$ cat src/sv/swcd_pkg.sv
// Package with the shared types and constants of the stopwatch and countdown timer.
`timescale 1ns / 1ps
package swcd_pkg;

  // Largest count of whole seconds that the display can show (99:59:59).
  localparam int unsigned MAX_SHOWN_SECONDS = 359999;
  localparam int SEC_W       = 19;
  localparam int TPS_DEFAULT = 60;

  localparam int CFG_IDX_W  = 1;
  localparam int CFG_DATA_W = 2;

  typedef enum logic [CFG_IDX_W-1:0] {
    CFG_TIMER_MODE   = 1'b0,
    CFG_EXIT_ON_ZERO = 1'b1
  } cfg_index_t;

  typedef enum logic [1:0] {
    TM_COUNT_UP    = 2'd0,
    TM_COUNT_DOWN  = 2'd1,
    TM_TIME_OF_DAY = 2'd2
  } timer_mode_t;

  typedef struct packed {
    logic [1:0] timer_mode;
    logic       exit_on_zero;
  } cfg_t;

  // Count after one word has been applied, as whole seconds plus a flag for
  // a part second, together with the finished flag of that word.
  typedef struct packed {
    logic [SEC_W-1:0] sec;
    logic             sub_nz;
    logic             finished;
  } entry_t;

endpackage

$ cat src/sv/swcd_count.sv
// Time count register with the load, count up, count down and clock copy rules.
`timescale 1ns / 1ps
module swcd_count #(
  parameter int TICKS_PER_SECOND = swcd_pkg::TPS_DEFAULT
) (
  input  logic                     clk,
  input  logic                     rst_n,
  input  logic                     accept,
  input  swcd_pkg::cfg_t           cfg,
  input  logic                     command,
  input  logic [18:0]              load_seconds,
  input  logic [16:0]              clock_seconds,
  input  logic                     hold,
  output swcd_pkg::entry_t         entry
);
  import swcd_pkg::*;

  localparam int SUB_W     = (TICKS_PER_SECOND > 1) ? $clog2(TICKS_PER_SECOND) : 1;
  localparam int LIM_TICKS = int'(MAX_SHOWN_SECONDS) * TICKS_PER_SECOND + 1;
  localparam int LIM_SEC   = LIM_TICKS / TICKS_PER_SECOND;
  localparam int LIM_SUB   = LIM_TICKS % TICKS_PER_SECOND;

  logic [SEC_W-1:0] sec_r, sec_nxt;
  logic [SUB_W-1:0] sub_r, sub_nxt;
  logic             fin;
  logic             at_limit;
  logic             sub_top;
  logic [SEC_W-1:0] load_clamped;

  // The count is held as whole seconds and a tick within the second, so the
  // display never needs a division by the tick rate.
  assign at_limit = (sec_r == SEC_W'(LIM_SEC)) && (sub_r == SUB_W'(LIM_SUB));
  assign sub_top  = (sub_r == SUB_W'(TICKS_PER_SECOND - 1));
  assign load_clamped = (load_seconds > 19'(MAX_SHOWN_SECONDS)) ?
                        SEC_W'(MAX_SHOWN_SECONDS) : load_seconds;

  always_comb begin
    sec_nxt = sec_r;
    sub_nxt = sub_r;
    fin     = 1'b0;
    if (command) begin
      sec_nxt = load_clamped;
      sub_nxt = '0;
    end else if (!hold) begin
      unique case (cfg.timer_mode)
        TM_COUNT_UP: begin
          if (!at_limit) begin
            if (sub_top) begin
              sec_nxt = sec_r + SEC_W'(1);
              sub_nxt = '0;
            end else begin
              sub_nxt = sub_r + SUB_W'(1);
            end
          end
        end
        TM_COUNT_DOWN: begin
          if ((sec_r == '0) && (sub_r == '0)) begin
            fin = cfg.exit_on_zero;
          end else if (sub_r == '0) begin
            sec_nxt = sec_r - SEC_W'(1);
            sub_nxt = SUB_W'(TICKS_PER_SECOND - 1);
          end else begin
            sub_nxt = sub_r - SUB_W'(1);
          end
        end
        TM_TIME_OF_DAY: begin
          // A 17-bit time of day is always within the display range.
          sec_nxt = SEC_W'(clock_seconds);
          sub_nxt = '0;
        end
        default: begin
        end
      endcase
    end
  end

  always_ff @(posedge clk) begin
    if (!rst_n) begin
      sec_r <= '0;
      sub_r <= '0;
    end else if (accept) begin
      sec_r <= sec_nxt;
      sub_r <= sub_nxt;
    end
  end

  assign entry.sec      = sec_nxt;
  assign entry.sub_nz   = (sub_nxt != '0);
  assign entry.finished = fin;

endmodule

$ cat src/sv/swcd_hms_pipe.sv
// Pipeline that turns the count into six HH:MM:SS digits, with per-stage flow control.
`timescale 1ns / 1ps
module swcd_hms_pipe (
  input  logic             clk,
  input  logic             rst_n,
  input  logic             in_valid,
  output logic             in_ready,
  input  swcd_pkg::entry_t in_entry,
  output logic             out_valid,
  input  logic             out_ready,
  output logic [3:0]       hours_tens,
  output logic [3:0]       hours_units,
  output logic [2:0]       minutes_tens,
  output logic [3:0]       minutes_units,
  output logic [2:0]       seconds_tens,
  output logic [3:0]       seconds_units,
  output logic             finished
);
  import swcd_pkg::*;

  localparam int NSTG = 7;
  // floor(s / 3600) = (s * HR_MUL) >> 30 and floor(r / 60) = (r * MN_MUL) >> 18
  // hold exactly over the ranges met here.
  localparam logic [18:0] HR_MUL = 19'd298262;
  localparam logic [12:0] MN_MUL = 13'd4370;

  // Tens digit of a value below 100, as a count of the decades it passes.
  function automatic logic [3:0] tens_of(input logic [6:0] x);
    logic [3:0] t;
    t = '0;
    for (int k = 1; k <= 9; k++) begin
      t = t + 4'(x >= 7'(10 * k));
    end
    return t;
  endfunction

  logic [NSTG-1:0] v_r;
  logic [NSTG:0]   rdy;

  always_comb begin
    rdy[NSTG] = out_ready;
    for (int k = NSTG - 1; k >= 0; k--) begin
      rdy[k] = !v_r[k] || rdy[k+1];
    end
  end

  always_ff @(posedge clk) begin
    if (!rst_n) begin
      v_r <= '0;
    end else begin
      if (rdy[0]) begin
        v_r[0] <= in_valid;
      end
      for (int k = 1; k < NSTG; k++) begin
        if (rdy[k]) begin
          v_r[k] <= v_r[k-1];
        end
      end
    end
  end

  // Stage 1: the count as captured.
  entry_t           p1_r;
  // Stage 2: seconds rounded up and clamped.
  logic [SEC_W-1:0] p2_s_r, p2_s_nxt;
  logic [SEC_W:0]   p2_sum;
  logic             p2_fin_r;
  // Stage 3: hours.
  logic [SEC_W-1:0] p3_s_r;
  logic [6:0]       p3_h_r, p3_h_nxt;
  logic [37:0]      p3_prod;
  logic             p3_fin_r;
  // Stage 4: seconds within the hour.
  logic [11:0]      p4_rem_r, p4_rem_nxt;
  logic [SEC_W-1:0] p4_diff;
  logic [6:0]       p4_h_r;
  logic             p4_fin_r;
  // Stage 5: minutes.
  logic [11:0]      p5_rem_r;
  logic [5:0]       p5_m_r, p5_m_nxt;
  logic [24:0]      p5_prod;
  logic [6:0]       p5_h_r;
  logic             p5_fin_r;
  // Stage 6: seconds within the minute.
  logic [5:0]       p6_sec_r, p6_sec_nxt;
  logic [11:0]      p6_diff;
  logic [5:0]       p6_m_r;
  logic [6:0]       p6_h_r;
  logic             p6_fin_r;
  // Stage 7: output digits.
  logic [3:0]       ht_nxt, mt_nxt, st_nxt;
  logic [3:0]       ht_r, hu_r, mu_r, su_r;
  logic [2:0]       mt_r, st_r;
  logic             fin_r;

  assign p2_sum   = {1'b0, p1_r.sec} + (SEC_W + 1)'(p1_r.sub_nz);
  assign p2_s_nxt = (p2_sum > (SEC_W + 1)'(MAX_SHOWN_SECONDS)) ?
                    SEC_W'(MAX_SHOWN_SECONDS) : p2_sum[SEC_W-1:0];

  assign p3_prod  = 38'(p2_s_r) * 38'(HR_MUL);
  assign p3_h_nxt = p3_prod[36:30];

  assign p4_diff    = p3_s_r - (SEC_W'(p3_h_r) * SEC_W'(3600));
  assign p4_rem_nxt = p4_diff[11:0];

  assign p5_prod  = 25'(p4_rem_r) * 25'(MN_MUL);
  assign p5_m_nxt = p5_prod[23:18];

  assign p6_diff    = p5_rem_r - (12'(p5_m_r) * 12'd60);
  assign p6_sec_nxt = p6_diff[5:0];

  assign ht_nxt = tens_of(p6_h_r);
  assign mt_nxt = tens_of({1'b0, p6_m_r});
  assign st_nxt = tens_of({1'b0, p6_sec_r});

  always_ff @(posedge clk) begin
    if (rdy[0]) begin
      p1_r <= in_entry;
    end
    if (rdy[1]) begin
      p2_s_r   <= p2_s_nxt;
      p2_fin_r <= p1_r.finished;
    end
    if (rdy[2]) begin
      p3_s_r   <= p2_s_r;
      p3_h_r   <= p3_h_nxt;
      p3_fin_r <= p2_fin_r;
    end
    if (rdy[3]) begin
      p4_rem_r <= p4_rem_nxt;
      p4_h_r   <= p3_h_r;
      p4_fin_r <= p3_fin_r;
    end
    if (rdy[4]) begin
      p5_rem_r <= p4_rem_r;
      p5_m_r   <= p5_m_nxt;
      p5_h_r   <= p4_h_r;
      p5_fin_r <= p4_fin_r;
    end
    if (rdy[5]) begin
      p6_sec_r <= p6_sec_nxt;
      p6_m_r   <= p5_m_r;
      p6_h_r   <= p5_h_r;
      p6_fin_r <= p5_fin_r;
    end
    if (rdy[6]) begin
      ht_r  <= ht_nxt;
      hu_r  <= 4'(p6_h_r - 7'(ht_nxt) * 7'd10);
      mt_r  <= mt_nxt[2:0];
      mu_r  <= 4'(p6_m_r - 6'(mt_nxt) * 6'd10);
      st_r  <= st_nxt[2:0];
      su_r  <= 4'(p6_sec_r - 6'(st_nxt) * 6'd10);
      fin_r <= p6_fin_r;
    end
  end

  assign in_ready      = rdy[0];
  assign out_valid     = v_r[NSTG-1];
  assign hours_tens    = ht_r;
  assign hours_units   = hu_r;
  assign minutes_tens  = mt_r;
  assign minutes_units = mu_r;
  assign seconds_tens  = st_r;
  assign seconds_units = su_r;
  assign finished      = fin_r;

endmodule

$ cat src/sv/stopwatch_countdown_hms_timer_core.sv
// Top level of the stopwatch, countdown and clock timer with an HH:MM:SS result.
//
//   channel  direction  handshake           payload
//   in_      input      in_valid/in_ready   command, load_seconds, clock_seconds, hold
//   out_     output     out_valid/out_ready six display digits, finished
//   cfg_     input      cfg_we              cfg_index, cfg_wdata
//
// One word is taken every cycle while in_ready is high; its result is offered once
// it has passed the seven digit conversion stages, the first loaded by the accepting edge.
// A stage moves on unless it is full and the stage after it is stalled, so
// words keep entering while a result waits, until all seven stages are full.
// Reset clears the count, both configuration registers and all stage valids.
`timescale 1ns / 1ps
module stopwatch_countdown_hms_timer_core #(
  parameter int TICKS_PER_SECOND = swcd_pkg::TPS_DEFAULT
) (
  input  logic                           clk,
  input  logic                           rst_n,
  input  logic                           in_valid,
  output logic                           in_ready,
  input  logic                           in_command,
  input  logic [18:0]                    in_load_seconds,
  input  logic [16:0]                    in_clock_seconds,
  input  logic                           in_hold,
  output logic                           out_valid,
  input  logic                           out_ready,
  output logic [3:0]                     out_hours_tens,
  output logic [3:0]                     out_hours_units,
  output logic [2:0]                     out_minutes_tens,
  output logic [3:0]                     out_minutes_units,
  output logic [2:0]                     out_seconds_tens,
  output logic [3:0]                     out_seconds_units,
  output logic                           out_finished,
  input  logic                           cfg_we,
  input  logic [swcd_pkg::CFG_IDX_W-1:0]  cfg_index,
  input  logic [swcd_pkg::CFG_DATA_W-1:0] cfg_wdata
);
  import swcd_pkg::*;

  cfg_t   cfg_r;
  entry_t entry;
  logic   accept;

  always_ff @(posedge clk) begin
    if (!rst_n) begin
      cfg_r <= '0;
    end else if (cfg_we) begin
      unique case (cfg_index)
        CFG_TIMER_MODE:   cfg_r.timer_mode   <= cfg_wdata[1:0];
        CFG_EXIT_ON_ZERO: cfg_r.exit_on_zero <= cfg_wdata[0];
        default: begin
        end
      endcase
    end
  end

  assign accept = in_valid && in_ready;

  swcd_count #(
    .TICKS_PER_SECOND(TICKS_PER_SECOND)
  ) u_count (
    .clk          (clk),
    .rst_n        (rst_n),
    .accept       (accept),
    .cfg          (cfg_r),
    .command      (in_command),
    .load_seconds (in_load_seconds),
    .clock_seconds(in_clock_seconds),
    .hold         (in_hold),
    .entry        (entry)
  );

  swcd_hms_pipe u_pipe (
    .clk          (clk),
    .rst_n        (rst_n),
    .in_valid     (in_valid),
    .in_ready     (in_ready),
    .in_entry     (entry),
    .out_valid    (out_valid),
    .out_ready    (out_ready),
    .hours_tens   (out_hours_tens),
    .hours_units  (out_hours_units),
    .minutes_tens (out_minutes_tens),
    .minutes_units(out_minutes_units),
    .seconds_tens (out_seconds_tens),
    .seconds_units(out_seconds_units),
    .finished     (out_finished)
  );

endmodule

$ cat config.mk
export PLATFORM = sky130hd
export DESIGN_NAME = stopwatch_countdown_hms_timer_core
export DESIGN_NICKNAME = d
export VERILOG_FILES = /design/src/sv/swcd_pkg.sv /design/src/sv/swcd_count.sv /design/src/sv/swcd_hms_pipe.sv /design/src/sv/stopwatch_countdown_hms_timer_core.sv
export SDC_FILE = /design/constraint.sdc
export NUM_CORES = 1
export LEC_CHECK = 0
export BUFFER_PORTS_ARGS = -buffer_cell sky130_fd_sc_hd__buf_4
export CAP_MARGIN = 20
export CORE_ASPECT_RATIO = 0.75
export CORE_UTILIZATION = 40
export DETAILED_ROUTE_END_ITERATION = 7
export GPL_ROUTABILITY_DRIVEN = 0
export PLACE_DENSITY = 0.67
export SLEW_MARGIN = 10
export SYNTH_ARGS = -nofsm -noshare
export SYNTH_HDL_FRONTEND = slang
export SYNTH_SLANG_ARGS = --single-unit
$ cat constraint.sdc
create_clock -name clk -period 6.21 [get_ports clk]
set_input_delay 0.3105 -clock clk [delete_from_list [all_inputs] [get_ports clk]]
set_output_delay 0.3105 -clock clk [all_outputs]
set_load 0.02 [all_outputs]
==> summary.md <==
| Metric | Value |
|---|---|
| Worst r2r path cells | `19` |
| Post-synthesis sequential area ratio | `31.7%` |
| # IOs | `71` |
| Final HPWL DP | `28800 um` |
| Clk_skew | `0.0207 ns` |
| Status | `finished clean` |
| Syn_nets | `1960` |
| Synthesized cell area | `15900 um^2` |
| Antenna violations before repair | `0` |
| Routed Antenna Nets | `0` |
| Synth warn | `0` |
| Setup Buffers After CTS | `0` |
| Starting Density | `41.0%` |
| CTS H-tree depth | `4` |
| Most common cell after layout, fill and taps aside | `inv_1` |
| Slew headroom | `30.8%` |
| Row cnt | `62` |
| Share of cells above drive strength 1 | `8.51%` |
| Final net count | `2003` |
| CP top delay family | `adder cells` |
| FF-to-FF End | `u_pipe.p3_h_r[6]$_DFFE_PP_` |
| 1st-pass router iterations | `6` |
| Startpoint Class | `flip-flop` |
| RR Startpoint | `u_pipe.p2_s_r[10]$_SDFFCE_PN1P_` |
| Setup TNS | `0 ns` |
| Total clock sinks | `179` |
| CP Class | `flip-flop to flip-flop` |
| Critical path data required time | `6.40 ns` |
| Clk buf depth | `2` |
| Post-synth EDFFs | `144` |
| Max stage delay cell, worst path | `edfxtp_1` |
| Vias in the first global route | `11.4k` |
| Height of the die | `175 um` |
| Storage cell area | `5020 um^2` |
| Ys flop type | `edfxtp_1` |
| Fmax | `175 MHz` |
| CP Cell Sequence | `ha_1, ha_1, inv_1, fa_1, inv_1, fa_1, fa_1, inv_1, fa_1, inv_1, ha_1, nand4_1, nor2_1, a221oi_1, a21boi_0, o2111ai_1, a31oi_1, and4_1, nor3_1` |
| Place WS | `0.536 ns` |
| Ys async rst share | `0%` |
| WHS | `0.154 ns` |
| Largest net degree at the start of global routing | `42` |
| ANT cells | `0` |
| Hold depth | `3` |
| Critical path arrival | `5.90 ns` |
| Core Box Area | `38700 um^2` |
| Fin. max-slew vios | `0` |
| Hold Violations, Final | `0` |
| Min Tclk post-route | `5.71 ns` |
| Drt total wl | `35800 um` |
| Commonest non-fill, non-tap cells in the layout | `281 x inv_1, 256 x ha_1, 144 x edfxtp_1` |
| Drt wl/cell | `16.9 um` |
| Cell count after synthesis | `1554` |
| Hold crit path type | `primary input to flip-flop` |
| Grt total ovfl | `0` |
| # resized after CTS | `0` |
| Max-cap violations | `0` |
| Flop-to-flop setup slack | `0.50 ns` |
| Min setup slack post-route | `0.496 ns` |
| Hold Crit Start | `cfg_wdata[0]` |
| CTS Root Cell | `clkbuf_16` |
| Skew-Pair Late Insertion Delay | `0.46 ns` |
| Buf/Inv on CP | `4` |
| Area grow syn2layout | `9.97%` |
| Via density | `5.43` |
| IO buf count | `70` |
| Actual slew at the worst max-slew pin | `1.04 ns` |
| Setup-failing EPs final | `0` |
| First-pass GRT wire length | `59100 um` |
| Crit path largest cell delay | `0.54 ns` |
| Hold EP | `cfg_r[1]$_SDFFE_PN0P_` |
| Filler instances | `3553` |
| Clk slew on worst S/H paths | `0.07 ns` |
| CTS tree | `built` |
| Multi-input gate area | `9560 um^2` |
| Die area | `40500 um^2` |
| Final period util | `92.0%` |
| Crit-path max FO | `7` |
| CP Capture Type | `flip-flop` |
| DRC | `0` |
| Instance count on the critical path | `19` |
| Vias | `11.5k` |
| Die width | `232 um` |
| Total CTS buffers | `17` |
| Synth unique cells | `90` |
| Synth Area per Inst | `10.2 um^2` |
| Gr usage total | `18.5%` |
| DRT iter0 DRCs | `870` |
| #FFs+latches synth | `179` |
| RSZ-0062 raised after global routing | `false` |
| CTS Hold Buffers Added | `0` |
==> registers in the layout, indices dropped and copies added, names as in the netlist, 3 cells and up <==
| name | cells |
|---|---|
| u_pipe.p6_sec_r | 6 |
| u_pipe.p1_r | 21 |
| u_pipe.p3_s_r | 12 |
| u_pipe.v_r | 7 |
| u_pipe.p3_h_r | 7 |
| u_pipe.hours_units | 4 |
| u_pipe.p5_rem_r | 6 |
| u_count.sub_r | 6 |
| u_pipe.p5_h_r | 7 |
| u_pipe.seconds_tens | 3 |
| u_pipe.p4_rem_r | 12 |
| u_pipe.seconds_units | 4 |
| u_pipe.p5_m_r | 6 |
| cfg_r | 3 |
| u_count.sec_r | 19 |
| u_pipe.p4_h_r | 7 |
| u_pipe.minutes_units | 4 |
| u_pipe.p6_h_r | 7 |
| u_pipe.minutes_tens | 3 |
| u_pipe.hours_tens | 4 |
| u_pipe.p2_s_r | 19 |
| u_pipe.p6_m_r | 6 |
==> synth_stat cells (6+ instances only) <==
cell type,instances,share of area [%]
fa_1,104,13
a21o_1,15,0.71
nand4_1,23,0.91
a31oi_1,14,0.55
clkbuf_1,33,0.78
o311ai_0,8,0.44
o22ai_1,6,0.24
a211oi_1,8,0.38
o211ai_1,11,0.52
nand2_1,95,2.2
nor2b_1,7,0.28
nor3_1,26,0.82
and4_1,6,0.33
a21boi_0,9,0.43
dfxtp_1,35,4.4
o21a_1,14,0.66
nor2_1,64,1.5
xnor2_1,49,2.7
edfxtp_1,144,27
xor2_1,19,1.0
a22oi_1,6,0.28
inv_1,281,6.6
buf_2,12,0.38
and2_1,19,0.75
o21ai_0,56,1.8
nand3b_1,8,0.38
and3_1,13,0.51
a21oi_1,49,1.5
nand2b_1,12,0.47
o31ai_1,6,0.28
nand3_1,31,0.98
or4_1,6,0.28
nor4_1,10,0.39
ha_1,256,20
==> cell type report <==
class                   instances  share of cell area [%]
clock buffers                  17                    2.44
inverters                     281                    6.04
flip-flops and latches        179                    28.8
repair buffers                 76                    3.27
clock inverters                15                    1.03
well taps                     512                    3.67
multi-input cells            1042                    54.8
==> stage by stage <==
stage	cells	instance area, um^2	utilization, %
after floorplan	1554	15900	-
after global placement	2090	16900	43.5
after global routing	2122	17500	45.1
final	2122	17500	45.1
after CTS	2122	17500	45.1
after detailed placement	2090	16900	43.5
==> tightest hold or removal path, stage by stage <==
cell and delay, ns:
buf_4 0.08, mux2i_1 0.06, nor2b_1 0.10
==> how the worst max path moves through the flow <==
stage	to	startpoint	slack (ns)
floorplan	u_pipe.p3_h_r[6]$_DFFE_PP_	u_pipe.p2_s_r[8]$_SDFFCE_PN0P_	1.05
global placement	u_pipe.p3_h_r[6]$_DFFE_PP_	u_pipe.p2_s_r[10]$_SDFFCE_PN1P_	0.71
detailed placement	u_pipe.p3_h_r[6]$_DFFE_PP_	u_pipe.p2_s_r[10]$_SDFFCE_PN1P_	0.54
CTS	u_pipe.p3_h_r[6]$_DFFE_PP_	u_pipe.p2_s_r[10]$_SDFFCE_PN1P_	0.51
global route	u_pipe.p3_h_r[6]$_DFFE_PP_	u_pipe.p2_s_r[10]$_SDFFCE_PN1P_	0.23
finish	u_pipe.p3_h_r[6]$_DFFE_PP_	u_pipe.p2_s_r[10]$_SDFFCE_PN1P_	0.50
==> cells by family (layout without fill, tap and decap cells) <==
| group | count (synthesis) | in the layout | share of synthesized area [%] |
|---|---|---|---|
| compound gates | 267 | 267 | 11.6 |
| simple gates | 339 | 339 | 11.1 |
| fa+ha+maj | 360 | 360 | 33.3 |
| mux | 8 | 8 | 0.552 |
| flops | 179 | 179 | 31.7 |
| buf+inv | 333 | 389 | 8.12 |
| xor+xnor | 68 | 68 | 3.75 |
==> per-layer routing <==
| layer | track usage (%) | vias up | wire length [um] |
|---|---|---|---|
| li1 | - | 5507 | - |
| met1 | 26.8 | 5581 | 17200 |
| met2 | 28.3 | 400 | 15800 |
| met3 | 3.53 | 38 | 2230 |
| met4 | 4.36 | 0 | 486 |
| met5 | 0 | - | 0 |
Power is not shown: default switching activity piles up to over one toggle a cycle in this logic, so the estimate is an artifact.
